===== src/hw/rtl/fac_pkg.sv =====
package fac_pkg;

    localparam int TABLE_DEPTH = 64;
    localparam int ADDR_WIDTH  = 16;
    localparam int IDX_W       = $clog2(TABLE_DEPTH);
    localparam int CNT_W       = $clog2(TABLE_DEPTH + 1);
    localparam int CFG_W       = 16;
    localparam int CFG_IDX_W   = 2;

    localparam logic [CFG_IDX_W-1:0] CFG_FIT_MODE  = 2'd0;
    localparam logic [CFG_IDX_W-1:0] CFG_POOL_BASE = 2'd1;
    localparam logic [CFG_IDX_W-1:0] CFG_POOL_SIZE = 2'd2;

    localparam logic [1:0] ST_DONE    = 2'd0;
    localparam logic [1:0] ST_NO_FIT  = 2'd1;
    localparam logic [1:0] ST_FULL    = 2'd2;

    typedef enum logic [3:0] {
        S_IDLE,
        S_SCAN_RD,
        S_SCAN,
        S_DECIDE,
        S_SHIFT_RD,
        S_SHIFT_WR,
        S_APPLY,
        S_OUT
    } fac_state_t;

    typedef enum logic [1:0] {
        DIR_DOWN,
        DIR_UP
    } fac_dir_t;

    // controller -> datapath
    typedef struct packed {
        logic       load_req;
        logic       scan_start;
        logic       scan_rd;
        logic       scan_step;
        logic       decide;
        logic       shift_rd;
        logic       shift_wr;
        logic       apply;
        logic       out_load;
    } fac_cmd_t;

    // datapath -> controller
    typedef struct packed {
        logic       scan_done;
        logic       need_shift;
        logic       shift_done;
    } fac_sts_t;

endpackage


===== src/hw/rtl/fac_ctrl.sv =====
module fac_ctrl (
    input  logic              aclk,
    input  logic              aresetn,
    input  logic              s_tvalid,
    output logic              s_tready,
    output logic              m_tvalid,
    input  logic              m_tready,
    input  fac_pkg::fac_sts_t sts,
    output fac_pkg::fac_cmd_t cmd
);
    import fac_pkg::*;

    fac_state_t state_reg, state_next;

    always_ff @(posedge aclk) begin
        if (!aresetn) begin
            state_reg <= S_IDLE;
        end else begin
            state_reg <= state_next;
        end
    end

    always_comb begin
        state_next = state_reg;
        unique case (state_reg)
            S_IDLE:     if (s_tvalid) state_next = S_SCAN_RD;
            S_SCAN_RD:  state_next = S_SCAN;
            S_SCAN:     if (sts.scan_done) state_next = S_DECIDE;
                        else state_next = S_SCAN_RD;
            S_DECIDE:   if (sts.need_shift) state_next = S_SHIFT_RD;
                        else state_next = S_APPLY;
            S_SHIFT_RD: if (sts.shift_done) state_next = S_APPLY;
                        else state_next = S_SHIFT_WR;
            S_SHIFT_WR: state_next = S_SHIFT_RD;
            S_APPLY:    state_next = S_OUT;
            S_OUT:      if (m_tready) state_next = S_IDLE;
            default:    state_next = S_IDLE;
        endcase
    end

    always_comb begin
        cmd        = '0;
        s_tready   = 1'b0;
        m_tvalid   = 1'b0;
        unique case (state_reg)
            S_IDLE: begin
                s_tready       = 1'b1;
                cmd.scan_start = s_tvalid;
            end
            S_SCAN_RD:  cmd.scan_rd  = 1'b1;
            S_SCAN:     cmd.scan_step = 1'b1;
            S_DECIDE:   cmd.decide   = 1'b1;
            S_SHIFT_RD: cmd.shift_rd = 1'b1;
            S_SHIFT_WR: cmd.shift_wr = 1'b1;
            S_APPLY:    cmd.apply    = 1'b1;
            S_OUT:      m_tvalid     = 1'b1;
            default: ;
        endcase
    end

    a_out_hold: assert property (@(posedge aclk) disable iff (!aresetn)
        m_tvalid && !m_tready |=> m_tvalid)
        else $error("result dropped while stalled");
    a_no_accept_busy: assert property (@(posedge aclk) disable iff (!aresetn)
        m_tvalid |-> !s_tready)
        else $error("accept while result pending");
    a_scan_after_accept: assert property (@(posedge aclk) disable iff (!aresetn)
        s_tvalid && s_tready |=> state_reg == S_SCAN_RD)
        else $error("scan did not start");

endmodule


===== src/hw/rtl/fac_dpath.sv =====
module fac_dpath (
    input  logic                          aclk,
    input  logic                          aresetn,
    input  logic                          cfg_we,
    input  logic [fac_pkg::CFG_IDX_W-1:0] cfg_idx,
    input  logic [fac_pkg::CFG_W-1:0]     cfg_data,
    input  logic                          in_op,
    input  logic [15:0]                   in_size,
    input  logic [15:0]                   in_addr,
    input  fac_pkg::fac_cmd_t             cmd,
    output fac_pkg::fac_sts_t             sts,
    output logic [1:0]                    out_status,
    output logic [15:0]                   out_grant
);
    import fac_pkg::*;

    localparam logic [ADDR_WIDTH:0] MAXLEN = {1'b0, {ADDR_WIDTH{1'b1}}};

    // extent memory: {start, length}; entries beyond count are never used
    logic [2*ADDR_WIDTH-1:0] mem [TABLE_DEPTH];
    logic [2*ADDR_WIDTH-1:0] rd_reg;

    logic                  fit_reg;
    logic [15:0]           base_reg, size_reg;
    logic [CNT_W-1:0]      cnt_reg;
    logic                  init_reg;   // table is just the pool extent

    logic                  op_reg;
    logic [ADDR_WIDTH-1:0] rsize_reg, raddr_reg;
    logic [CNT_W-1:0]      i_reg;      // scan index
    logic [CNT_W-1:0]      pos_reg;    // release insert point
    logic                  found_reg;
    logic [IDX_W-1:0]      pick_reg;
    logic [ADDR_WIDTH-1:0] pick_st_reg, pick_len_reg;
    logic                  pv_ok_reg;  // entry pos-1 seen
    logic [ADDR_WIDTH-1:0] pv_st_reg, pv_len_reg;
    logic                  nx_ok_reg;
    logic [ADDR_WIDTH-1:0] nx_st_reg, nx_len_reg;

    // action chosen at decide
    typedef enum logic [2:0] {
        ACT_NONE, ACT_CARVE, ACT_DEL, ACT_MERGE_P, ACT_MERGE_PN, ACT_MERGE_N, ACT_INS
    } fac_act_t;
    fac_act_t              act_reg;
    logic [1:0]            stat_reg;
    logic [CNT_W-1:0]      sh_reg;     // shift cursor
    logic [CNT_W-1:0]      sh_end_reg;
    fac_dir_t              dir_reg;

    logic [ADDR_WIDTH-1:0] e_st, e_len;
    assign e_st  = init_reg ? base_reg : rd_reg[2*ADDR_WIDTH-1:ADDR_WIDTH];
    assign e_len = init_reg ? size_reg : rd_reg[ADDR_WIDTH-1:0];

    logic [CNT_W-1:0] cnt_init;
    assign cnt_init = (size_reg != '0) ? CNT_W'(1) : '0;

    // memory read address mux
    logic [IDX_W-1:0] rd_addr;
    always_comb begin
        if (cmd.shift_rd) begin
            rd_addr = (dir_reg == DIR_DOWN) ? sh_reg[IDX_W-1:0] + IDX_W'(1)
                                            : sh_reg[IDX_W-1:0] - IDX_W'(1);
        end else begin
            rd_addr = i_reg[IDX_W-1:0];
        end
    end

    // scan-step helpers
    logic [ADDR_WIDTH:0] pv_end, rq_end;
    assign pv_end = {1'b0, pv_st_reg} + {1'b0, pv_len_reg};
    assign rq_end = {1'b0, raddr_reg} + {1'b0, rsize_reg};
    logic [ADDR_WIDTH:0] sum1, sum2;
    assign sum1 = {1'b0, pv_len_reg} + {1'b0, rsize_reg};
    assign sum2 = {1'b0, nx_len_reg} + {1'b0, rsize_reg};
    logic [ADDR_WIDTH-1:0] sat1;
    assign sat1 = (sum1 > MAXLEN) ? MAXLEN[ADDR_WIDTH-1:0] : sum1[ADDR_WIDTH-1:0];
    logic [ADDR_WIDTH:0] sum3;
    assign sum3 = {1'b0, sat1} + {1'b0, nx_len_reg};

    logic scanning_rel;
    assign scanning_rel = op_reg;
    logic last_scan;
    assign last_scan = (i_reg + CNT_W'(1) >= cnt_reg);

    always_ff @(posedge aclk) begin
        if (cmd.scan_rd || cmd.shift_rd) rd_reg <= mem[rd_addr];
        if (cmd.shift_wr) mem[sh_reg[IDX_W-1:0]] <= rd_reg;
        if (init_reg && cmd.shift_wr) mem[0] <= {base_reg, size_reg};
        if (cmd.apply && !init_reg) begin
            unique case (act_reg)
                ACT_CARVE:    mem[pick_reg] <= {pick_st_reg + rsize_reg,
                                                pick_len_reg - rsize_reg};
                ACT_MERGE_P:  mem[pos_reg[IDX_W-1:0] - IDX_W'(1)] <= {pv_st_reg, sat1};
                ACT_MERGE_PN: mem[pos_reg[IDX_W-1:0] - IDX_W'(1)] <= {pv_st_reg,
                    (sum3 > MAXLEN) ? MAXLEN[ADDR_WIDTH-1:0] : sum3[ADDR_WIDTH-1:0]};
                ACT_MERGE_N:  mem[pos_reg[IDX_W-1:0]] <= {raddr_reg,
                    (sum2 > MAXLEN) ? MAXLEN[ADDR_WIDTH-1:0] : sum2[ADDR_WIDTH-1:0]};
                ACT_INS:      mem[pos_reg[IDX_W-1:0]] <= {raddr_reg, rsize_reg};
                default: ;
            endcase
        end
        if (cmd.apply && init_reg) begin
            // table held only the pool extent in registers; materialize result
            unique case (act_reg)
                ACT_CARVE:    mem[0] <= {pick_st_reg + rsize_reg, pick_len_reg - rsize_reg};
                ACT_MERGE_P:  mem[0] <= {pv_st_reg, sat1};
                ACT_MERGE_PN: mem[0] <= {pv_st_reg,
                    (sum3 > MAXLEN) ? MAXLEN[ADDR_WIDTH-1:0] : sum3[ADDR_WIDTH-1:0]};
                ACT_MERGE_N:  mem[0] <= {raddr_reg,
                    (sum2 > MAXLEN) ? MAXLEN[ADDR_WIDTH-1:0] : sum2[ADDR_WIDTH-1:0]};
                ACT_INS: begin
                    mem[pos_reg[IDX_W-1:0]] <= {raddr_reg, rsize_reg};
                    if (pos_reg == '0) mem[1] <= {base_reg, size_reg};
                    else mem[0] <= {base_reg, size_reg};
                end
                // unchanged pool extent still has to land in memory
                default:      mem[0] <= {base_reg, size_reg};
            endcase
        end
    end

    always_ff @(posedge aclk) begin
        if (!aresetn) begin
            fit_reg  <= 1'b0;
            base_reg <= '0;
            size_reg <= 16'hFFFF;
            cnt_reg  <= CNT_W'(1);
            init_reg <= 1'b1;
        end else if (cfg_we) begin
            unique case (cfg_idx)
                CFG_FIT_MODE:  fit_reg <= cfg_data[0];
                CFG_POOL_BASE: begin
                    base_reg <= cfg_data;
                    cnt_reg  <= (size_reg != '0) ? CNT_W'(1) : '0;
                    init_reg <= 1'b1;
                end
                CFG_POOL_SIZE: begin
                    size_reg <= cfg_data;
                    cnt_reg  <= (cfg_data != '0) ? CNT_W'(1) : '0;
                    init_reg <= 1'b1;
                end
                default: ;
            endcase
        end else if (cmd.apply) begin
            init_reg <= 1'b0;
            unique case (act_reg)
                ACT_DEL, ACT_MERGE_PN: cnt_reg <= cnt_reg - CNT_W'(1);
                ACT_INS:               cnt_reg <= cnt_reg + CNT_W'(1);
                default: ;
            endcase
        end
    end

    // initial-table shortcut: count check uses cnt_init already in cnt_reg
    logic unused_ok;
    assign unused_ok = cmd.load_req & (cnt_init == cnt_reg);

    always_ff @(posedge aclk) begin
        if (cmd.scan_start) begin
            op_reg    <= in_op;
            rsize_reg <= in_size;
            raddr_reg <= in_addr;
            i_reg     <= '0;
            pos_reg   <= '0;
            found_reg <= 1'b0;
            pv_ok_reg <= 1'b0;
            nx_ok_reg <= 1'b0;
        end
        if (cmd.scan_step && (i_reg < cnt_reg) && !unused_ok) begin
            i_reg <= i_reg + CNT_W'(1);
            if (!scanning_rel) begin
                if (e_len >= rsize_reg) begin
                    if (!found_reg ||
                        (!fit_reg && e_len < pick_len_reg) ||
                        (fit_reg && e_len > pick_len_reg)) begin
                        pick_reg     <= i_reg[IDX_W-1:0];
                        pick_st_reg  <= e_st;
                        pick_len_reg <= e_len;
                    end
                    found_reg <= 1'b1;
                end
            end else if (!nx_ok_reg) begin
                if (e_st <= raddr_reg) begin
                    pos_reg    <= i_reg + CNT_W'(1);
                    pv_ok_reg  <= 1'b1;
                    pv_st_reg  <= e_st;
                    pv_len_reg <= e_len;
                end else begin
                    nx_ok_reg  <= 1'b1;
                    nx_st_reg  <= e_st;
                    nx_len_reg <= e_len;
                end
            end
        end
        if (cmd.decide) begin
            stat_reg <= ST_DONE;
            act_reg  <= ACT_NONE;
            if (!op_reg) begin
                if (!found_reg) stat_reg <= ST_NO_FIT;
                else if (rsize_reg == '0) act_reg <= ACT_NONE;
                else if (pick_len_reg == rsize_reg) begin
                    act_reg    <= ACT_DEL;
                    dir_reg    <= DIR_DOWN;
                    sh_reg     <= CNT_W'(pick_reg);
                    sh_end_reg <= cnt_reg - CNT_W'(1);
                end else act_reg <= ACT_CARVE;
            end else if (rsize_reg != '0) begin
                if (pv_ok_reg && pv_end == {1'b0, raddr_reg}) begin
                    if (nx_ok_reg && rq_end == {1'b0, nx_st_reg}) begin
                        act_reg    <= ACT_MERGE_PN;
                        dir_reg    <= DIR_DOWN;
                        sh_reg     <= pos_reg;
                        sh_end_reg <= cnt_reg - CNT_W'(1);
                    end else act_reg <= ACT_MERGE_P;
                end else if (nx_ok_reg && rq_end == {1'b0, nx_st_reg}) begin
                    act_reg <= ACT_MERGE_N;
                end else if (cnt_reg >= CNT_W'(TABLE_DEPTH)) begin
                    stat_reg <= ST_FULL;
                end else begin
                    act_reg    <= ACT_INS;
                    dir_reg    <= DIR_UP;
                    sh_reg     <= cnt_reg;
                    sh_end_reg <= pos_reg;
                end
            end
        end
        if (cmd.shift_wr) begin
            sh_reg <= (dir_reg == DIR_DOWN) ? sh_reg + CNT_W'(1) : sh_reg - CNT_W'(1);
        end
        if (cmd.apply) begin
            out_status <= stat_reg;
            out_grant  <= (!op_reg && found_reg) ? pick_st_reg : '0;
        end
    end

    // shifting is needed only when the table lives in memory
    logic shift_act;
    assign shift_act = (act_reg == ACT_DEL) || (act_reg == ACT_MERGE_PN) ||
                       (act_reg == ACT_INS);
    assign sts.scan_done  = last_scan || (cnt_reg == '0);
    assign sts.need_shift = 1'b1;
    assign sts.shift_done = !shift_act || init_reg || (sh_reg == sh_end_reg);

    a_cnt_range: assert property (@(posedge aclk) disable iff (!aresetn)
        cnt_reg <= CNT_W'(TABLE_DEPTH))
        else $error("extent count overflow");
    a_full_no_ins: assert property (@(posedge aclk) disable iff (!aresetn)
        cmd.apply && act_reg == ACT_INS |-> cnt_reg < CNT_W'(TABLE_DEPTH))
        else $error("insert into full table");
    a_grant_zero: assert property (@(posedge aclk) disable iff (!aresetn)
        cmd.apply && op_reg |=> out_grant == '0)
        else $error("release with grant");

endmodule


===== src/hw/rtl/fit_allocator_with_coalescing_unit.sv =====
// Channel | Dir | tdata (low bit up)                      | tuser
// s_      | in  | req_size[15:0], req_addr[31:16]          | op
// m_      | out | status[1:0], grant_addr[17:2], pad 0     | -
// cfg     | in  | cfg_we, cfg_index[1:0], cfg_data[15:0]    | -
//
// Each item is scanned and, when entries move, shifted before the next is
// accepted: the single-port extent memory is read once per scan step and
// once per shifted entry, and m_tready low holds the block as well.
// Reset (synchronous, aresetn low) loads the table with the single pool extent.
// A waiting result holds the block; no item is taken until it is accepted.
module fit_allocator_with_coalescing_unit (
    input  logic        aclk,
    input  logic        aresetn,
    input  logic        s_tvalid,
    output logic        s_tready,
    input  logic [31:0] s_tdata,   // req_size, req_addr
    input  logic        s_tuser,   // op
    output logic        m_tvalid,
    input  logic        m_tready,
    output logic [23:0] m_tdata,   // status, grant_addr, zero pad
    input  logic        cfg_we,
    input  logic [fac_pkg::CFG_IDX_W-1:0] cfg_index,
    input  logic [fac_pkg::CFG_W-1:0]     cfg_data
);
    import fac_pkg::*;

    fac_cmd_t   cmd;
    fac_sts_t   sts;
    logic [1:0]  status;
    logic [15:0] grant;

    fac_ctrl u_ctrl (
        .aclk     (aclk),
        .aresetn  (aresetn),
        .s_tvalid (s_tvalid),
        .s_tready (s_tready),
        .m_tvalid (m_tvalid),
        .m_tready (m_tready),
        .sts      (sts),
        .cmd      (cmd)
    );

    fac_dpath u_dpath (
        .aclk       (aclk),
        .aresetn    (aresetn),
        .cfg_we     (cfg_we),
        .cfg_idx    (cfg_index),
        .cfg_data   (cfg_data),
        .in_op      (s_tuser),
        .in_size    (s_tdata[15:0]),
        .in_addr    (s_tdata[31:16]),
        .cmd        (cmd),
        .sts        (sts),
        .out_status (status),
        .out_grant  (grant)
    );

    assign m_tdata = {6'b0, grant, status};

endmodule

===== config.mk =====
export PLATFORM = sky130hd
export DESIGN_NAME = fit_allocator_with_coalescing_unit
export DESIGN_NICKNAME = d
export VERILOG_FILES = /design/src/hw/rtl/fac_pkg.sv /design/src/hw/rtl/fac_ctrl.sv /design/src/hw/rtl/fac_dpath.sv /design/src/hw/rtl/fit_allocator_with_coalescing_unit.sv
export SDC_FILE = /design/constraint.sdc
export NUM_CORES = 2
export LEC_CHECK = 0
export ABC_AREA = 1
export ABC_CLOCK_PERIOD_IN_PS = 6800
export BUFFER_PORTS_ARGS = -buffer_cell sky130_fd_sc_hd__buf_2
export CAP_MARGIN = 10
export CELL_PAD_IN_SITES_DETAIL_PLACEMENT = 0
export CELL_PAD_IN_SITES_GLOBAL_PLACEMENT = 2
export CORE_MARGIN = 5
export CORE_UTILIZATION = 40
export DETAILED_ROUTE_END_ITERATION = 8
export MAX_ROUTING_LAYER = met4
export PLACE_DENSITY_LB_ADDON = 0.1
export SLEW_MARGIN = 40
export SYNTH_ARGS = -nofsm -noshare
export SYNTH_HDL_FRONTEND = slang
export SYNTH_SLANG_ARGS = --single-unit

===== constraint.sdc =====
create_clock -name aclk -period 6.8 [get_ports aclk]
set_input_delay 0.34 -clock aclk [delete_from_list [all_inputs] [get_ports aclk]]
set_output_delay 0.34 -clock aclk [all_outputs]
set_load 0.05 [all_outputs]

## Word-level counts from Yosys, hierarchy flattened

Memory sizes are Yosys's and may differ from the RTL's. A register that Yosys moved wholly into a read port is not among the register bits.
Index checks and enable logic that the tools add are counted.
Widths: inputs -> output; s select.

- Mux-type cells: 157
- Bitwise gates (word level): 15
- Add/subtract/negate cells: 15
- Equal/unequal tests: 34
- Magnitude comparators: 10
- Reductions and logical operators: 58

Operator list:

| kind | count |
|---|---|
| $mux 32 | 13 |
| $mux 7 | 30 |
| $reduce_or 32->1 | 4 |
| $add 16x16->17 | 5 |
| $mux 16 | 5 |
| $mux 1 | 73 |
| $gt 17x16->1 const B | 3 |
| $reduce_bool 16->1 | 3 |
| $mux 6 | 6 |
| $eq 17x16->1 | 2 |
| $mux 2 | 17 |
| $pmux 4 s7 | 1 |
| $pmux 7 s2 | 2 |
| $mux 3 | 8 |
| $add 7x1->7 const B | 3 |
| $add 16x16->16 | 1 |
| $eq 16x16->1 | 1 |
| $eq 4x3->1 const B | 4 |
| $ge 16x16->1 | 1 |
| $gt 16x16->1 | 1 |
| $le 16x16->1 | 1 |
| $logic_not 16->1 | 1 |
| $lt 16x16->1 | 1 |
| $reduce_and 8->1 | 2 |
| 39 further kinds | 101 |

- Logic and storage cells: 318
- Bits in writable memories: 2,048
- Memories: 1
- Bits of input ports: 56
- Output and inout port bits: 26
- Register bits: 236

Memory list:

| memory | depth | bits a word | rd ports | clocked after Yosys merged registers in | write ports | line | RTL |
|---|---|---|---|---|---|---|---|
| u_dpath.mem | 64 | 32 | 1 | 1 | 2 | fac_dpath.sv:20 | `logic [2*ADDR_WIDTH-1:0] mem [TABLE_DEPTH];` |

## Logic depth before layout (Yosys ltp)

- Depth in word-level cells: 12
- Gate-level depth with buffers: 29
- Mapped depth without buffers: 28

## By module

A second synthesis with hierarchy kept.

- Cells, all modules: 14,127
- Area, all modules: 125,771.9 um^2

Modules (own cells, without submodules):

| module | cells each | sequential area each (um^2) | instances | area each (um^2) |
|---|---|---|---|---|
| fac_dpath | 14,079 | 68,886.1 | 1 | 125,477.8 |
| fac_ctrl | 41 | 60.1 | 1 | 245.2 |
| fit_allocator_with_coalescing_unit | 7 | 0.0 | 1 | 48.8 |

## Least setup slack after synthesis

Ideal clock, no wire load.

- Path kind: reg2reg
- Start: register u_dpath.rsize_reg[1]
- End: memory u_dpath.mem[10][12] (netlist name) (data pin)
- Clock period less this slack: 6,795 ps
- Stages on the path, launching flop included: 23
- Setup time: 706 ps
- Arrival: 6,090 ps
- Buffers on the path: 2
- Required time: 6,094 ps
- Slack: 5 ps
- Cells stage by stage: edfxtp_1 inv_1 fa_1 inv_1 a21oi_1 o21bai_1 nand2_1 nand2_1 clkinv_1 clkbuf_1 nand2_1 ha_1 nand2_1 o211ai_1 nand3_1 nand2_1 nand2_1 nand2_1 inv_1 clkbuf_1 nand3_1 nand3_1 o21ai_0

RTL lines:

| item | line | RTL |
|---|---|---|
| from (decl) | fac_dpath.sv:29 | `logic [ADDR_WIDTH-1:0] rsize_reg, raddr_reg;` |
| from (signal assigned) | fac_dpath.sv:161 | `rsize_reg <= in_size;` |
| to (decl) | fac_dpath.sv:20 |  |

==> metrics.md <==
| Metric | Value |
|---|---|
| Hold path startpoint | cfg_data[13] |
| CP dominant cell by count | nand2_1 |
| Crit path required time | 7350 ps |
| Clock Skews | around 80 ps |
| Slew at the pin closest to its max-slew limit | 910 ps |
| Cells after DPL | 12046 |
| Clock Path Buffers | 4 |
| # clock sinks | 2314 |
| Post-CTS setup buffers | 0 |
| Cells after Synth | 8854 |
| Reg-to-Reg End | u_dpath.mem[55][0]$_DFFE_PP_ |
| Row count | 185 |
| Critical path class | flop to flop |
| Flops & latches, synth | approximately 2300 |
| Share of layout cells above drive strength 1 | 0.0950 |
| Root Driver | clkbuf_16 |
| Layout area overhead | 14.9% |
| H-tree depth | 5 |
| Post-synth ARST share | 0 |
| Initial Util | 0.401 |
| Synth cell types | between 50 and 60 |
| Critical path capture point type | flop |
| Minimum clock period | 5520 ps |
| Reg-to-Reg Start | u_dpath.rsize_reg[4]$_DFFE_PP_ |
| Hold Fails Final Rpt | 0 |
| Die width | 514 um |
| Io pins | 82 |
| Hold slack | 72.5 ps |
| Crit path launch type | flop |
| Leading cell type in the layout, fill and taps excluded | edfxtp_1 |
| Setup WS post-layout | roughly 1300 ps |
| Top-area cell type share of the netlist area | 0.667 |
| Nets | 9266 |
| Crit-path max cell delay | just over 600 ps |
| Vias per inst | approximately 5.8 |
| Post-synth EDFFs | approximately 2300 |
| CTS Buf Count | 274 |
| Slew Limit Fails | 0 |
| Clk slew on worst S/H paths | 60 ps |
| Power Density | 373 nW/um^2 |
| GRT Residual Overflow | 0 |
| Max VDD drop | 0.277 mV |
| Placer Congestion | around 0.93 |
| Worst hold stages | 3 |
| Ys Warns | 0 |
| DRT Pass-1 Iters | 6 |
| Largest cells by area after synthesis | edfxtp_1, o21ai_0, nor2_1, nand2_1, o22ai_1 |
| I/O Buffers | 75 |
| Worst R2R Setup Slack | 1280 ps |
| Die H | 514 um |
| CP max FO | 33 |
| CP arrival | 6070 ps |
| RSZ-0062 raised after global routing | false |
| Total Power | 43700 uW |
| Register area | 68900 um^2 |
| Dpl hpwl | 243000 um |
| Via count | 72974 |
| Post-Layout Cell Count | 12577 |
| Antenna violations before repair | 18 |
| Setup_tns | 0 ps |
| Max frequency | 181 MHz |
| CTS tree | built |
| Setup violation total in the final timing report | 0 |
| WL/cell | a little over 30 um |
| ANT nets after route | 0 |
| Max-Cap Viols | 0 |
| Area of the multi-input gates | 29800 um^2 |
| WP buf/inv | 3 |
| Worst path top cell family by delay | compound AO/OA/AOI/OAI gates |
| Vias in the first global route | roughly 69000 |
| Prevailing post-synth register cell | edfxtp_1 |
| Hold Crit Endpoint | u_dpath.size_reg[13]$_SDFFE_PN1P_ |
| Slowest cell on crit path | xnor2_1 |
| Clock insertion delay at the later pin of the skew report | 870 ps |
| DRC errors left | 0 |
| Sequential fraction of the synthesis area | 0.678 |
| First-pass GRT wire length | approximately 540000 um |
| Core ar. | about 250000 um^2 |
| Die area | 264000 um^2 |
| Most frequent cells in the layout | edfxtp_1, nor2_1, o21ai_0, nand2_1, o22ai_1 |
| Final wirelength | a little under 400000 um |
| Status | complete, no violations |
| Max reg flops | 2048 |
| DR iter-0 viols | 7481 |
| Global Route Usage Sum | 0.291 |
| P_leak | 0.0397 uW |
| Pre-CTS setup slack | 1230 ps |
| CP cell instances | ha_1, a21oi_1, a21boi_0, inv_1, nand2_1, nand2_1, xnor2_1, nand2_1, ha_1, a21oi_1, o21ai_0, a21oi_1, nand2_1, or2_2, o21ai_0, nand2_1, nand2_1, nand2_2, buf_4, buf_4 |
| Synthesized area per cell | roughly 11 um^2 |
| Pin count of the biggest net entering global routing | 150 |
| Area leader, netlist | edfxtp_1 |
| Fin crit share | 0.812 |
| Hold Crit Class | primary input to flop |
| Worst slew margin | 0.393 |
| Cell area after synthesis | 102000 um^2 |
| Filler cells | 23264 |
| Reg2reg path depth | 20 |
[metrics by stage]
stage / instance area, um^2 / utilization
after CTS: 117000 / 0.461
after global routing: 117000 / 0.461
final: 117000 / 0.461
after detailed placement: 108000 / 0.426
after floorplan: 102000 / -
after global placement: 108000 / 0.425
[final cells by class]
class / count / area share
clock buffer: 343 / 0.0624
timing repair buffer: 402 / 0.0341
antenna: 14 / 0.000300
inverter: 421 / 0.0139
multi-input combinational: 5597 / 0.255
clock inverter: 120 / 0.00840
sequential: 2314 / 0.590
tap: 3366 / 0.0360
[worst max path at each step]
stage	start	endpoint	slack, ps	cells after the start
after floorplan	u_dpath.rsize_reg[1]$_DFFE_PP_	u_dpath.mem[10][12]$_DFFE_PP_	5	22
after global placement	u_dpath.rsize_reg[2]$_DFFE_PP_	u_dpath.mem[57][11]$_DFFE_PP_	1130	19
after detailed placement	u_dpath.rsize_reg[4]$_DFFE_PP_	u_dpath.mem[56][11]$_DFFE_PP_	1230	18
after CTS	u_dpath.rsize_reg[4]$_DFFE_PP_	u_dpath.mem[52][11]$_DFFE_PP_	1240	18
after global routing	u_dpath.rsize_reg[3]$_DFFE_PP_	u_dpath.mem[52][11]$_DFFE_PP_	1010	22
final	u_dpath.rsize_reg[4]$_DFFE_PP_	u_dpath.mem[55][0]$_DFFE_PP_	1280	20
[cells by family (layout without fill, tap and decap cells)]
| family | count (synthesis) | in the layout | share of synthesized area |
|---|---|---|---|
| simple gates | 2864 | 2864 | 0.113 |
| compound gates | 2419 | 2419 | 0.138 |
| other cells | 1 | 20 | 0.0000369 |
| fa+ha+maj | 200 | 200 | 0.0252 |
| mux | 2 | 2 | 0.000197 |
| buf+inv | 948 | 1286 | 0.0366 |
| flops | 2314 | 2314 | 0.678 |
| xor+xnor | 106 | 106 | 0.00913 |
[cells in the mapped netlist, drive strengths merged, types with 14 or more instances]
| master | number |
|---|---|
| ha | 192 |
| nor3 | 44 |
| o21ai | 1372 |
| dfxtp | 54 |
| clkbuf | 402 |
| nor2 | 1483 |
| a221oi | 14 |
| o221ai | 175 |
| a21oi | 193 |
| nand2 | 927 |
| o211ai | 163 |
| nand4 | 47 |
| o21bai | 14 |
| nor4 | 20 |
| xor2 | 61 |
| buf | 125 |
| inv | 413 |
| nand3 | 315 |
| xnor2 | 45 |
| a22oi | 23 |
| edfxtp | 2260 |
| o22ai | 411 |
[what timing repair did]
item / CTS / global route
hold buffers: 53 / 0
gates resized for setup: 0 / 0
hold endpoints to repair: 58 / 0
[report_power, final]
| part | internal, uW | switching (uW) | total, uW |
|---|---|---|---|
| Sequential | 17300 | 312 | 17600 |
| Combinational | 2950 | 9280 | 12200 |
| Clock | 7990 | 5840 | 13800 |
| Total | 28200 | 15400 | 43700 |
[routing by layer]
layer  global-route usage  vias up  part of all wire
met3               0.0340      500             0.057
met2                0.455     2561              0.46
li1                     -    32749                 -
met1                0.401    37164              0.44
met5                    -        -                 0
met4               0.0926        0             0.037
[worst register-to-register path, stage by stage, from the launching register on]
cell and delay, ps:
edfxtp_1 540, ha_1 410, a21oi_1 200, a21boi_0 480
inv_1 130, nand2_1 80, nand2_1 60, xnor2_1 610
nand2_1 210, ha_1 380, a21oi_1 250, o21ai_0 160
a21oi_1 190, nand2_1 240, or2_2 380, o21ai_0 160
nand2_1 80, nand2_1 80, nand2_2 50, buf_4 260
buf_4 310
Power figures use the tool's default switching activity.
